$ cat config.mk
export PLATFORM = sky130hd
export DESIGN_NAME = wildcard_filter_matcher
export DESIGN_NICKNAME = d
export VERILOG_FILES = /design/src/rtl/core/wfm_pkg.sv /design/src/rtl/core/wfm_lane.sv /design/src/rtl/core/wildcard_filter_matcher.sv
export SDC_FILE = /design/constraint.sdc
export NUM_CORES = 2
export LEC_CHECK = 0
export BUFFER_PORTS_ARGS = -buffer_cell sky130_fd_sc_hd__clkbuf_2
export CAP_MARGIN = 20
export CORE_ASPECT_RATIO = 0.7
export CORE_MARGIN = 4
export CORE_UTILIZATION = 25
export DETAILED_ROUTE_END_ITERATION = 16
export GPL_TIMING_DRIVEN = 0
export PLACE_DENSITY = 0.46
export REMOVE_ABC_BUFFERS = 1
export SLEW_MARGIN = 0
export SYNTH_ARGS = -nofsm -noshare
export SYNTH_HDL_FRONTEND = slang
export SYNTH_SLANG_ARGS = --single-unit
$ cat constraint.sdc
create_clock -name clk -period 13.4 [get_ports clk]
set_input_delay 0 -clock clk [delete_from_list [all_inputs] [get_ports clk]]
set_output_delay 0 -clock clk [all_outputs]
set_load 0.02 [all_outputs]
$ cat src/rtl/core/wfm_pkg.sv
// Shared types, constants and the star-closure function of the wildcard matcher.
package wfm_pkg;

  localparam int MAX_PATTERN_LEN = 32;
  localparam int NUM_PATTERNS    = 4;

  localparam int VEC_LEN      = MAX_PATTERN_LEN + 1;
  localparam int LEN_W        = $clog2(VEC_LEN);
  localparam int CELL_W       = (MAX_PATTERN_LEN > 1) ? $clog2(MAX_PATTERN_LEN) : 1;
  localparam int CNT_W        = $clog2(NUM_PATTERNS + 1);
  localparam int CLOSE_LEVELS = $clog2(VEC_LEN);

  // Fixed widths of the item fields.
  localparam int OP_W   = 2;
  localparam int IDX_W  = 2;
  localparam int POS_W  = 6;
  localparam int CHAR_W = 8;
  localparam int CFG_W  = 3;
  localparam int HITS_W = 4;

  localparam logic [CHAR_W-1:0] STAR_BYTE = 8'd42;
  localparam logic [CHAR_W-1:0] ANY_BYTE  = 8'd63;

  typedef logic [VEC_LEN-1:0] vec_t;

  localparam vec_t START_VEC = vec_t'(1);

  typedef enum logic [OP_W-1:0] {
    OP_WRITE_BYTE = 2'd0,
    OP_SET_LEN    = 2'd1,
    OP_SUBJECT    = 2'd2,
    OP_END        = 2'd3
  } op_t;

  typedef struct packed {
    logic              wr_en;
    logic              set_len;
    logic              step;
    logic              restart;
    logic [CELL_W-1:0] slot;
    logic [CHAR_W-1:0] data;
    logic [LEN_W-1:0]  len;
  } lane_cmd_t;

  typedef struct packed {
    logic hit_now;
    logic hit_step;
  } lane_status_t;

  // Parallel prefix closure: a set bit runs forward through every position whose
  // propagate bit is set (prop[i] means a star sits just before position i).
  function automatic vec_t star_close(vec_t v, vec_t prop);
    vec_t g;
    vec_t p;
    vec_t g_n;
    vec_t p_n;
    g = v;
    p = prop;
    for (int lvl = 0; lvl < CLOSE_LEVELS; lvl++) begin
      g_n = g;
      p_n = p;
      for (int i = 0; i < VEC_LEN; i++) begin
        if (i >= (1 << lvl)) begin
          g_n[i] = g[i] | (p[i] & g[i - (1 << lvl)]);
          p_n[i] = p[i] & p[i - (1 << lvl)];
        end
      end
      g = g_n;
      p = p_n;
    end
    return g;
  endfunction

endpackage

$ cat src/rtl/core/wfm_lane.sv
// One pattern lane: pattern byte cells, length and the NFA active vector.
module wfm_lane
  import wfm_pkg::*;
(
  input  logic         clk,
  input  logic         rst,
  input  lane_cmd_t    cmd,
  input  logic [CHAR_W-1:0] subject,
  output lane_status_t status
);

  logic [CHAR_W-1:0] pat [MAX_PATTERN_LEN];
  logic [LEN_W-1:0]  len;
  vec_t              vec;

  logic [MAX_PATTERN_LEN-1:0] star_m;
  logic [MAX_PATTERN_LEN-1:0] take_m;
  vec_t prop;
  vec_t vc;
  vec_t nv;
  vec_t nvc;

  always_ff @(posedge clk) begin
    if (cmd.wr_en) begin
      pat[cmd.slot] <= cmd.data;
    end
  end

  always_ff @(posedge clk) begin
    if (rst) begin
      len <= '0;
      vec <= START_VEC;
    end else begin
      if (cmd.set_len) begin
        len <= cmd.len;
      end
      if (cmd.restart) begin
        vec <= START_VEC;
      end else if (cmd.step) begin
        vec <= nv;
      end
    end
  end

  // Per-cell classification; cells at or past the length take no part.
  always_comb begin
    prop = '0;
    for (int i = 0; i < MAX_PATTERN_LEN; i++) begin
      star_m[i]   = (pat[i] == STAR_BYTE) && (i < int'(len));
      take_m[i]   = (i < int'(len)) && (pat[i] != STAR_BYTE) &&
                    ((pat[i] == ANY_BYTE) || (pat[i] == subject));
      prop[i + 1] = star_m[i];
    end
  end

  always_comb begin
    vc = star_close(vec, prop);
    nv = '0;
    for (int i = 0; i < MAX_PATTERN_LEN; i++) begin
      if (vc[i] && star_m[i]) begin
        nv[i] = 1'b1;
      end
      if (vc[i] && take_m[i]) begin
        nv[i + 1] = 1'b1;
      end
    end
    nvc = star_close(nv, prop);
    status.hit_now  = vc[len];
    status.hit_step = nvc[len];
  end

endmodule

$ cat src/rtl/core/wildcard_filter_matcher.sv
// Top level of the streaming wildcard pattern matcher.
//
// Items arrive on the s_axis channel. tuser carries the opcode: write a pattern
// byte, set a pattern length, feed one subject byte, or end an empty subject.
// tlast marks the final subject byte. Pattern edits and subject bytes may be
// mixed freely; an edit takes effect at the next subject byte.
// The cfg port sets how many patterns are in use; a count of zero makes every
// subject match. The user must write it only while no item is in flight; the block itself does not enforce this.
// At the end of each subject one result item leaves on m_axis: bit 0 of tdata
// says whether any pattern in use matched, bits 4:1 say which ones did.
// Each accepted item is held in the input register, and all patterns then
// advance in one pass of combinational logic into the result register, so
// m_axis_tvalid rises once the item that ends a subject moves on from the
// input register into the result register.
// One item is taken every cycle while no result is stalled; the pattern lanes update in parallel.
// When the receiver stalls, the result register holds; the input register then
// fills and s_axis_tready drops until the result is taken.
// Reset clears the lengths and the pattern count, returns every active vector
// to its start state and empties both registers; pattern bytes must be written before use.
module wildcard_filter_matcher
  import wfm_pkg::*;
(
  input  logic        clk,
  input  logic        rst,
  input  logic        s_axis_tvalid,
  output logic        s_axis_tready,
  input  logic [15:0] s_axis_tdata,   // pattern_index[1:0], position[7:2], char_value[15:8]
  input  logic [OP_W-1:0] s_axis_tuser, // opcode[1:0]
  input  logic        s_axis_tlast,   // last_char
  output logic        m_axis_tvalid,
  input  logic        m_axis_tready,
  output logic [7:0]  m_axis_tdata,   // matched[0], pattern_hits[4:1], zero[7:5]
  input  logic        cfg_we,
  input  logic [CFG_W-1:0] cfg_data   // pattern_count
);

  // Input register.
  logic              in_valid;
  op_t               in_op;
  logic [IDX_W-1:0]  in_idx;
  logic [POS_W-1:0]  in_pos;
  logic [CHAR_W-1:0] in_char;
  logic              in_last;

  logic [CNT_W-1:0]  pattern_count;

  logic              advance;
  logic              gives_result;
  logic [LEN_W-1:0]  len_sat;
  logic              any_hit;
  logic [HITS_W-1:0] hits;
  logic              out_matched;
  logic [HITS_W-1:0] out_hits;

  lane_cmd_t    lane_cmd [NUM_PATTERNS];
  lane_status_t lane_st  [NUM_PATTERNS];

  // The item in the input register moves on whenever the result register is
  // free or being emptied in this cycle.
  assign advance       = in_valid && (!m_axis_tvalid || m_axis_tready);
  assign s_axis_tready = !in_valid || advance;

  always_ff @(posedge clk) begin
    if (rst) begin
      in_valid <= 1'b0;
    end else if (s_axis_tvalid && s_axis_tready) begin
      in_valid <= 1'b1;
    end else if (advance) begin
      in_valid <= 1'b0;
    end
  end

  always_ff @(posedge clk) begin
    if (s_axis_tvalid && s_axis_tready) begin
      in_op   <= op_t'(s_axis_tuser);
      in_idx  <= s_axis_tdata[1:0];
      in_pos  <= s_axis_tdata[7:2];
      in_char <= s_axis_tdata[15:8];
      in_last <= s_axis_tlast;
    end
  end

  // The count register saturates at the number of lanes.
  always_ff @(posedge clk) begin
    if (rst) begin
      pattern_count <= '0;
    end else if (cfg_we) begin
      pattern_count <= (int'(cfg_data) > NUM_PATTERNS) ? CNT_W'(NUM_PATTERNS)
                                                       : CNT_W'(cfg_data);
    end
  end

  assign len_sat = (int'(in_pos) > MAX_PATTERN_LEN) ? LEN_W'(MAX_PATTERN_LEN)
                                                    : LEN_W'(in_pos);

  always_comb begin
    unique case (in_op)
      OP_WRITE_BYTE: gives_result = 1'b0;
      OP_SET_LEN:    gives_result = 1'b0;
      OP_SUBJECT:    gives_result = in_last;
      OP_END:        gives_result = 1'b1;
      default:       gives_result = 1'b0;
    endcase
  end

  // Commands to the lanes. A write past the last cell or to a missing lane
  // falls on no lane and is dropped.
  always_comb begin
    for (int p = 0; p < NUM_PATTERNS; p++) begin
      lane_cmd[p].wr_en   = advance && (in_op == OP_WRITE_BYTE) &&
                            (int'(in_idx) == p) && (int'(in_pos) < MAX_PATTERN_LEN);
      lane_cmd[p].set_len = advance && (in_op == OP_SET_LEN) && (int'(in_idx) == p);
      lane_cmd[p].step    = advance && (in_op == OP_SUBJECT);
      lane_cmd[p].restart = advance && gives_result;
      lane_cmd[p].slot    = CELL_W'(in_pos);
      lane_cmd[p].data    = in_char;
      lane_cmd[p].len     = len_sat;
    end
  end

  for (genvar g = 0; g < NUM_PATTERNS; g++) begin : g_lane
    wfm_lane u_lane (
      .clk     (clk),
      .rst     (rst),
      .cmd     (lane_cmd[g]),
      .subject (in_char),
      .status  (lane_st[g])
    );
  end

  // An end item reports the vectors as they stand; a last subject byte reports
  // them after that byte has been consumed.
  always_comb begin
    any_hit = (pattern_count == '0);
    hits    = '0;
    for (int p = 0; p < NUM_PATTERNS; p++) begin
      if ((p < int'(pattern_count)) &&
          ((in_op == OP_END) ? lane_st[p].hit_now : lane_st[p].hit_step)) begin
        any_hit = 1'b1;
        if (p < HITS_W) begin
          hits[p] = 1'b1;
        end
      end
    end
  end

  // Result register.
  always_ff @(posedge clk) begin
    if (rst) begin
      m_axis_tvalid <= 1'b0;
    end else if (advance && gives_result) begin
      m_axis_tvalid <= 1'b1;
    end else if (m_axis_tready) begin
      m_axis_tvalid <= 1'b0;
    end
  end

  always_ff @(posedge clk) begin
    if (advance && gives_result) begin
      out_matched <= any_hit;
      out_hits    <= hits;
    end
  end

  assign m_axis_tdata = {3'b000, out_hits, out_matched};

`ifndef NO_ASSERTIONS
  a_end_gives_result: assert property (@(posedge clk) disable iff (rst)
    advance && (in_op == OP_END) |=> m_axis_tvalid)
    else $error("end item did not produce a result");

  a_hits_imply_match: assert property (@(posedge clk) disable iff (rst)
    m_axis_tvalid && (m_axis_tdata[4:1] != '0) |-> m_axis_tdata[0])
    else $error("pattern hit reported without match");

  a_stall_only_when_full: assert property (@(posedge clk) disable iff (rst)
    !s_axis_tready |-> in_valid && m_axis_tvalid && !m_axis_tready)
    else $error("input stalled without a pending result");

  a_count_in_range: assert property (@(posedge clk) disable iff (rst)
    int'(pattern_count) <= NUM_PATTERNS)
    else $error("pattern count above lane count");
`endif

endmodule

After elaboration in Yosys (flattened, before gate mapping):

Memories as Yosys holds them, arrays and structs flattened.
Index checks and enable logic that the tools add are counted.

* flip-flop bits (word level): 185
* latch bits: 0
* output and inout port bits: 10
* memories: 4
* input port bits: 27
* RAM bits: 1024
* bits in read-only memories: 0
* word-level logic and storage cells: 4348

* bitwise logic cells: 2572
* $lt $le $gt $ge: 139
* shift operators: 0
* muxes and demuxes: 295
* div/mod/pow operators: 0
* multipliers: 0
* reduce and logical (&&, ||, !) cells: 802
* eq/ne operators: 518
* add/sub/neg operators: 0

Memories
* g_lane[0].u_lane.pat: depth 32, width 8, rd ports 32, clocked after Yosys merged registers in 0, wr ports 1, RTL line wfm_lane.sv:12 `logic [CHAR_W-1:0] pat [MAX_PATTERN_LEN];`
* g_lane[1].u_lane.pat: depth 32, width 8, rd ports 32, clocked after Yosys merged registers in 0, wr ports 1, RTL line wfm_lane.sv:12
* g_lane[2].u_lane.pat: depth 32, width 8, rd ports 32, clocked after Yosys merged registers in 0, wr ports 1, RTL line wfm_lane.sv:12
* g_lane[3].u_lane.pat: depth 32, width 8, rd ports 32, clocked after Yosys merged registers in 0, wr ports 1, RTL line wfm_lane.sv:12

Operator list (count)
* $eq 8x6->1 const B: 256
* $and 1x1->1: 1492
* $or 1x1->1: 1080
* $eq 8x8->1: 128
* $ne 8x6->1 const B: 128
* $logic_and 1x1->1: 662
* $lt 5x6->1 const A: 64
* $mux 1: 284
* $lt 4x6->1 const A: 32
* $logic_or 1x1->1: 130
* $lt 3x6->1 const A: 16
* $bmux 1 s6: 8
* $lt 1x6->1 const A: 8
* $lt 2x6->1 const A: 8
* $lt 6x7->1 const B: 4
* $eq 2x2->1 const B: 4
* $gt 6x6->1 const B: 1
* $lt 1x3->1 const A: 2
* $lt 2x3->1 const A: 2
* $lt 6x6->1 const B: 1
* $mux 6: 1
* $eq 2x1->1 const B: 2
* $logic_not 2->1: 2
* $reduce_bool 2->1: 2
* other kinds (7): 9

Longest topological paths before layout:

An unclocked memory read counts as a cell.

* word-level depth: 30
* depth in mapped cells: 22
* depth with buffers taken out: 17

Cells and area by module:

Synthesis repeated with hierarchy kept, for this count alone.

* cell total of the unflattened synthesis: 7181
* area, all modules: 72732.3 sq um

Modules (own cells, without submodules)
* wfm_lane at g_lane[2].u_lane ...: cells an instance 1750, times used 2, area an instance 17684.5 sq um, sequential area each 8468.1 sq um
* wfm_lane at g_lane[0].u_lane: cells an instance 1807, times used 1, area an instance 18149.9 sq um, sequential area each 8468.1 sq um
* wfm_lane at g_lane[1].u_lane: cells an instance 1783, times used 1, area an instance 18017.3 sq um, sequential area each 8468.1 sq um
* wildcard_filter_matcher: cells an instance 91, times used 1, area an instance 1196.1 sq um, sequential area each 820.8 sq um

Least setup slack after synthesis:

No wires, ideal clock.

* kind: register to register
* start point: register in_char[3]
* end point: register out_matched (data pin)
* cell stages (with the launch flop): 19
* clock period less this slack: 6.141 ns
* path buffers: 4
* path slack: 7.259 ns
* setup time: 0.273 ns
* required time: 13.127 ns
* data arrival time: 5.867 ns
* cell sequence: edfxtp_1 -> buf_2 -> buf_2 -> buf_2 -> buf_2 -> xnor2_1 -> nand4_1 -> nor2_1 -> o21ai_0 -> a211oi_1 -> or3_1 -> a2111oi_0 -> a21oi_1 -> a221o_1 -> or3_1 -> a311oi_1 -> o31ai_1 -> nor4_1 -> o21ai_1

* longest elaborated chain between the ends: 22
* elaborated cells between the ends (all ways): 1837
* classes of those cells: eq/ne (128); mux (264); bitwise (1056); reduce/logical (389)

Ends and longest elaborated chain
* start: declaration: RTL line wildcard_filter_matcher.sv:42 `logic [CHAR_W-1:0] in_char;`
* start signal: assignment: RTL line wildcard_filter_matcher.sv:78 `in_char <= s_axis_tdata[15:8];`
* $eq 8x8->1: RTL line wfm_lane.sv:51 `((pat[i] == ANY_BYTE) || (pat[i] == subject));`
* $logic_or 1x1->1: RTL line wfm_lane.sv:51
* $logic_and 1x1->1: RTL line wfm_lane.sv:50 `take_m[i] = (i < int'(len)) && (pat[i] != STAR_BYTE) &&`
* $logic_and 1x1->1: RTL line wfm_lane.sv:63 `if (vc[i] && take_m[i]) begin`
* $mux 1: RTL line wfm_lane.sv:63
* $mux 1: RTL line wfm_lane.sv:60 `if (vc[i] && star_m[i]) begin`
* $and 1x1->1: RTL line wfm_pkg.sv:64 `g_n[i] = g[i] | (p[i] & g[i - (1 << lvl)]);`
* $or 1x1->1: RTL line wfm_pkg.sv:64
* (+5 left out)
* $or 1x1->1: RTL line wfm_pkg.sv:64
* $and 1x1->1: RTL line wfm_pkg.sv:64
* $or 1x1->1 (2 in a row): RTL line wfm_pkg.sv:64
* $bmux 1 s6: RTL line wfm_lane.sv:69 `status.hit_step = nvc[len];`
* $mux 1 (not written as such): RTL line wfm_lane.sv:69
* $mux 1: RTL line wildcard_filter_matcher.sv:138 `((in_op == OP_END) ? lane_st[p].hit_now : lane_st[p].hit_step)) begin`
* $logic_and 1x1->1: RTL line wildcard_filter_matcher.sv:137 `if ((p < int'(pattern_count)) &&`
* $reduce_or 4->1 (no source line) *
* end signal: assignment: RTL line wildcard_filter_matcher.sv:160 `out_matched <= any_hit;`
* end: declaration: RTL line wildcard_filter_matcher.sv:52 `logic out_matched;`

Mark *: on every way between the ends. The rest lies on a longest branch, timed or not. The select of a mux whose other input is x is not followed.
A chain may end at the register's enable or synchronous reset.

Final worst setup path:

* start point: register g_lane[2].u_lane.len[1]
* end point: register out_matched (data pin)

* longest elaborated chain between the ends: 29
* elaborated cells between the ends (all ways): 906
* classes of those cells: order compare (32); mux (69); bitwise (643); reduce/logical (162)

Ends and longest elaborated chain
* start: declaration: RTL line wfm_lane.sv:13 `logic [LEN_W-1:0] len;`
* start signal: assignment: RTL line wfm_lane.sv:35 `len <= cmd.len;`
* $lt 1x6->1: RTL line wfm_lane.sv:49, wfm_lane.sv:50
* $logic_and 1x1->1: RTL line wfm_lane.sv:49 `star_m[i] = (pat[i] == STAR_BYTE) && (i < int'(len));`
* $and 1x1->1: RTL line wfm_pkg.sv:64
* $or 1x1->1: RTL line wfm_pkg.sv:64
* $and 1x1->1: RTL line wfm_pkg.sv:64
* $or 1x1->1: RTL line wfm_pkg.sv:64
* $and 1x1->1: RTL line wfm_pkg.sv:64
* $or 1x1->1: RTL line wfm_pkg.sv:64
* (+11 left out)
* $or 1x1->1: RTL line wfm_pkg.sv:64
* $and 1x1->1: RTL line wfm_pkg.sv:64
* $or 1x1->1 (3 in a row): RTL line wfm_pkg.sv:64
* $bmux 1 s6: RTL line wfm_lane.sv:69
* $mux 1 (not written as such): RTL line wfm_lane.sv:69
* $mux 1 *: RTL line wildcard_filter_matcher.sv:138
* $logic_and 1x1->1 *: RTL line wildcard_filter_matcher.sv:137
* $reduce_or 4->1 (no source line) *

Marked as above.

==> impl_metrics.tcl <==
set metrics [dict create \
    status "complete, no violations" \
    synthArstFlopShare_pct 0 \
    routedWlPerCell_um 21.9 \
    vias 59500 \
    ff2ff_setup_slack_ns 5.55 \
    synth-edff-count 1048 \
    grt_pass1_wl_um 368000 \
    fp.coreArea_mm2 0.285 \
    synth_cell_types 119 \
    drc 0 \
    wl_met2_um 100000 \
    ys_seq_area_share_pct 48.4 \
    areaGrowthSynthToFinish_pct 18.8 \
    end_kind "register" \
    cp_slowest_cell "nor4_1" \
    ctsHoldBuffers 53 \
    grt-ovfl-total 0 \
    worstPathRequired_ns 13.88 \
    rsz0062_at_grt "no" \
    rows 164 \
    syn-mean-instance-area_um2 10.1 \
    hold_ws_ns 0.0756 \
    port_buffers 33 \
    route.layer.met1.wl_um 122000 \
    globalplace.congestion 0.894 \
    cpPeakStageDelay_ns 0.78 \
    cp_max_fo 36 \
    hold_violations 0 \
    wl_met3_um 17500 \
    start_kind "register" \
    fmax_mhz 127 \
    fin_ws_ns 5.55 \
    hpwl_um 180000 \
    synthesis.area_mm2 0.0717 \
    antenna_found_initial 13 \
    drt_iter0_drc 5948 \
    netlist_instances 7107 \
    postCtsSetupBuffers 0 \
    slew_headroom_pct 23.2 \
    cellLeakagePower_uw 0.0251 \
    cp_data_arrival_time_ns 8.33 \
    grt_max_degree 51 \
    cts_root_buf "clkbuf_16" \
    fin_nets 7284 \
    clk_pin_slew_worst_paths_ns 0.06 \
    yosys_warnings 0 \
    drive_gt1_share_pct 8.48 \
    layout.cells.most_common "edfxtp_1" \
    finClkSkew_ns 0.0394 \
    io_pins 37 \
    first_pass_iters 6 \
    initial_core_util_pct 25.1 \
    ant_nets 0 \
    clock_sinks 1209 \
    period_share_pct 58.6 \
    track_usage_pct 15.9 \
    ys_seq_elements 1209 \
    grt_pass1_vias 57000 \
    clk_latency_ns 0.82 \
    clk_path_buf_depth 4 \
    setup_tns_ns 0 \
    place_ws_ns 5.85 \
    irDropWorstVdd_v 0.0000739 \
    setup_viol 0 \
    crit_type "register to register" \
    worst_slew_pin_slew_ns 1.15 \
    cts_buffers 148 \
    crit_path_cell_trace "buf_12 > or4_1 > o21ai_0 > o31ai_1 > a31oi_2 > o211ai_1 > a211oi_1 > nor2_1 > a221oi_2 > o211ai_1 > a221oi_1 > nand3_1 > a211oi_1 > o21ai_0 > a311oi_1 > o31ai_1 > nor4_1 > o21ai_1" \
    routed.top_layer "met5" \
    power.density_mw_per_mm2 100 \
    slew_viol_final 0 \
    hp-class "input port to register" \
    synth-main-ff-cell "edfxtp_1" \
    via_per_inst 5.32 \
    cts_max_level 4 \
    layout_common_cells "edfxtp_1 (1048), xnor2_1 (888), nor2_1 (803), nand2_1 (515), nand4_1 (321)" \
    maxCapViolations 0 \
    cts_resized 0 \
    period_minus_slack_ns 7.85 \
    die_y_um 456 \
    dieArea_mm2 0.296 \
    wl_um 245000 \
    cts_tree "done" \
    die_w_um 648 \
]
-- power by group --
group | total [uW] | internal [uW] | leakage (uW) | switching, uW
sequential | 4130 | 4100 | 0.0107 | 27.9
combinational | 639 | 283 | 0.0122 | 356
clock | 3750 | 2130 | 0.00211 | 1620
-- metrics by stage --
| stage | util (%) | power [uW] | cell area (um^2) | cells |
|---|---|---|---|---|
| detailed placement | 28.1 | 4840 | 80200 | 10900 |
| floorplan | - | 4580 | 70300 | 6811 |
| global placement | 26.4 | 4840 | 75300 | 10700 |
| global route | 29.8 | 8830 | 85200 | 11200 |
| CTS | 29.8 | 8640 | 85100 | 11200 |
| finish | 29.9 | 8520 | 85200 | 11200 |
-- metal layers --
metal	GRT usage (%)	vias up
met1	24.5	29700
met5	0	-
met3	2.74	327
met4	4.12	4
li1	-	27400
met2	22.7	2040
-- sequential cells by signal, summed over array words and instances (netlist names) --
register and flops:
pattern_count 3, g_lane.u_lane.vec 132, in_pos 6, out_hits 4, out_matched 1, in_last 1, in_valid 1, g_lane.u_lane.pat 1024
g_lane.u_lane.len 24, in_op 2, in_idx 2, m_axis_tvalid 1, in_char 8
-- final timing paths --
check                            from                  endpoint  cells after the start
max           g_lane[2].u_lane.len[1]               out_matched                     18
min                     m_axis_tready             m_axis_tvalid                      4
max reg2reg   g_lane[2].u_lane.len[1]               out_matched                     18
min reg2reg  g_lane[3].u_lane.vec[32]  g_lane[3].u_lane.vec[32]                      2
-- final cells by class --
| type | count | area [um^2] |
|---|---|---|
| Antenna cell | 4 | 10.0 |
| Clock buffer | 190 | 3980 |
| Clock inverter | 64 | 383 |
| Fill cell | 29100 | 200000 |
| Inverter | 101 | 379 |
| Multi-Input combinational cell | 5501 | 35300 |
| Sequential cell | 1209 | 34700 |
| Tap cell | 3818 | 4780 |
| Timing Repair Buffer | 296 | 5660 |
-- worst max-delay path, delay by kind of cell, from the launching register on --
kind / cells / cell delay, ns
compound gates: 13 / 4.89
buf+inv: 1 / 0.28
flops: 1 / 0.51
simple gates: 4 / 1.79
-- logic make-up (layout without fill, tap and decap cells) --
kind of cell | after synthesis | in the layout | share of synthesized area, %
AO/OA/AOI/OAI | 1630 | 1630 | 15.7
flip-flops | 1209 | 1209 | 48.4
multiplexers | 54 | 54 | 1.13
buffers and inverters | 399 | 651 | 2.49
AND/OR/NAND/NOR | 2790 | 2790 | 19.8
XOR/XNOR | 1024 | 1024 | 12.5
other | 1 | 7 | 0.00523
-- Yosys cell counts (81+ instances only) --
library cell | n | share of area [%]
o21ai_0 | 307 | 2.1
a31oi_1 | 84 | 0.73
nor4_1 | 99 | 0.86
inv_1 | 99 | 0.52
nor3_1 | 241 | 1.7
a21oi_1 | 313 | 2.2
edfxtp_1 | 1048 | 44
o211ai_1 | 81 | 0.85
nor2_1 | 805 | 4.2
nand2_1 | 517 | 2.7
clkbuf_1 | 130 | 0.68
nand3_1 | 186 | 1.3
or3_1 | 111 | 0.97
buf_2 | 118 | 0.82
dfxtp_1 | 161 | 4.5
a211oi_1 | 140 | 1.5
xor2_1 | 136 | 1.7
nand4_1 | 321 | 2.8
xnor2_1 | 888 | 11
Power figures use the tool's default switching activity.
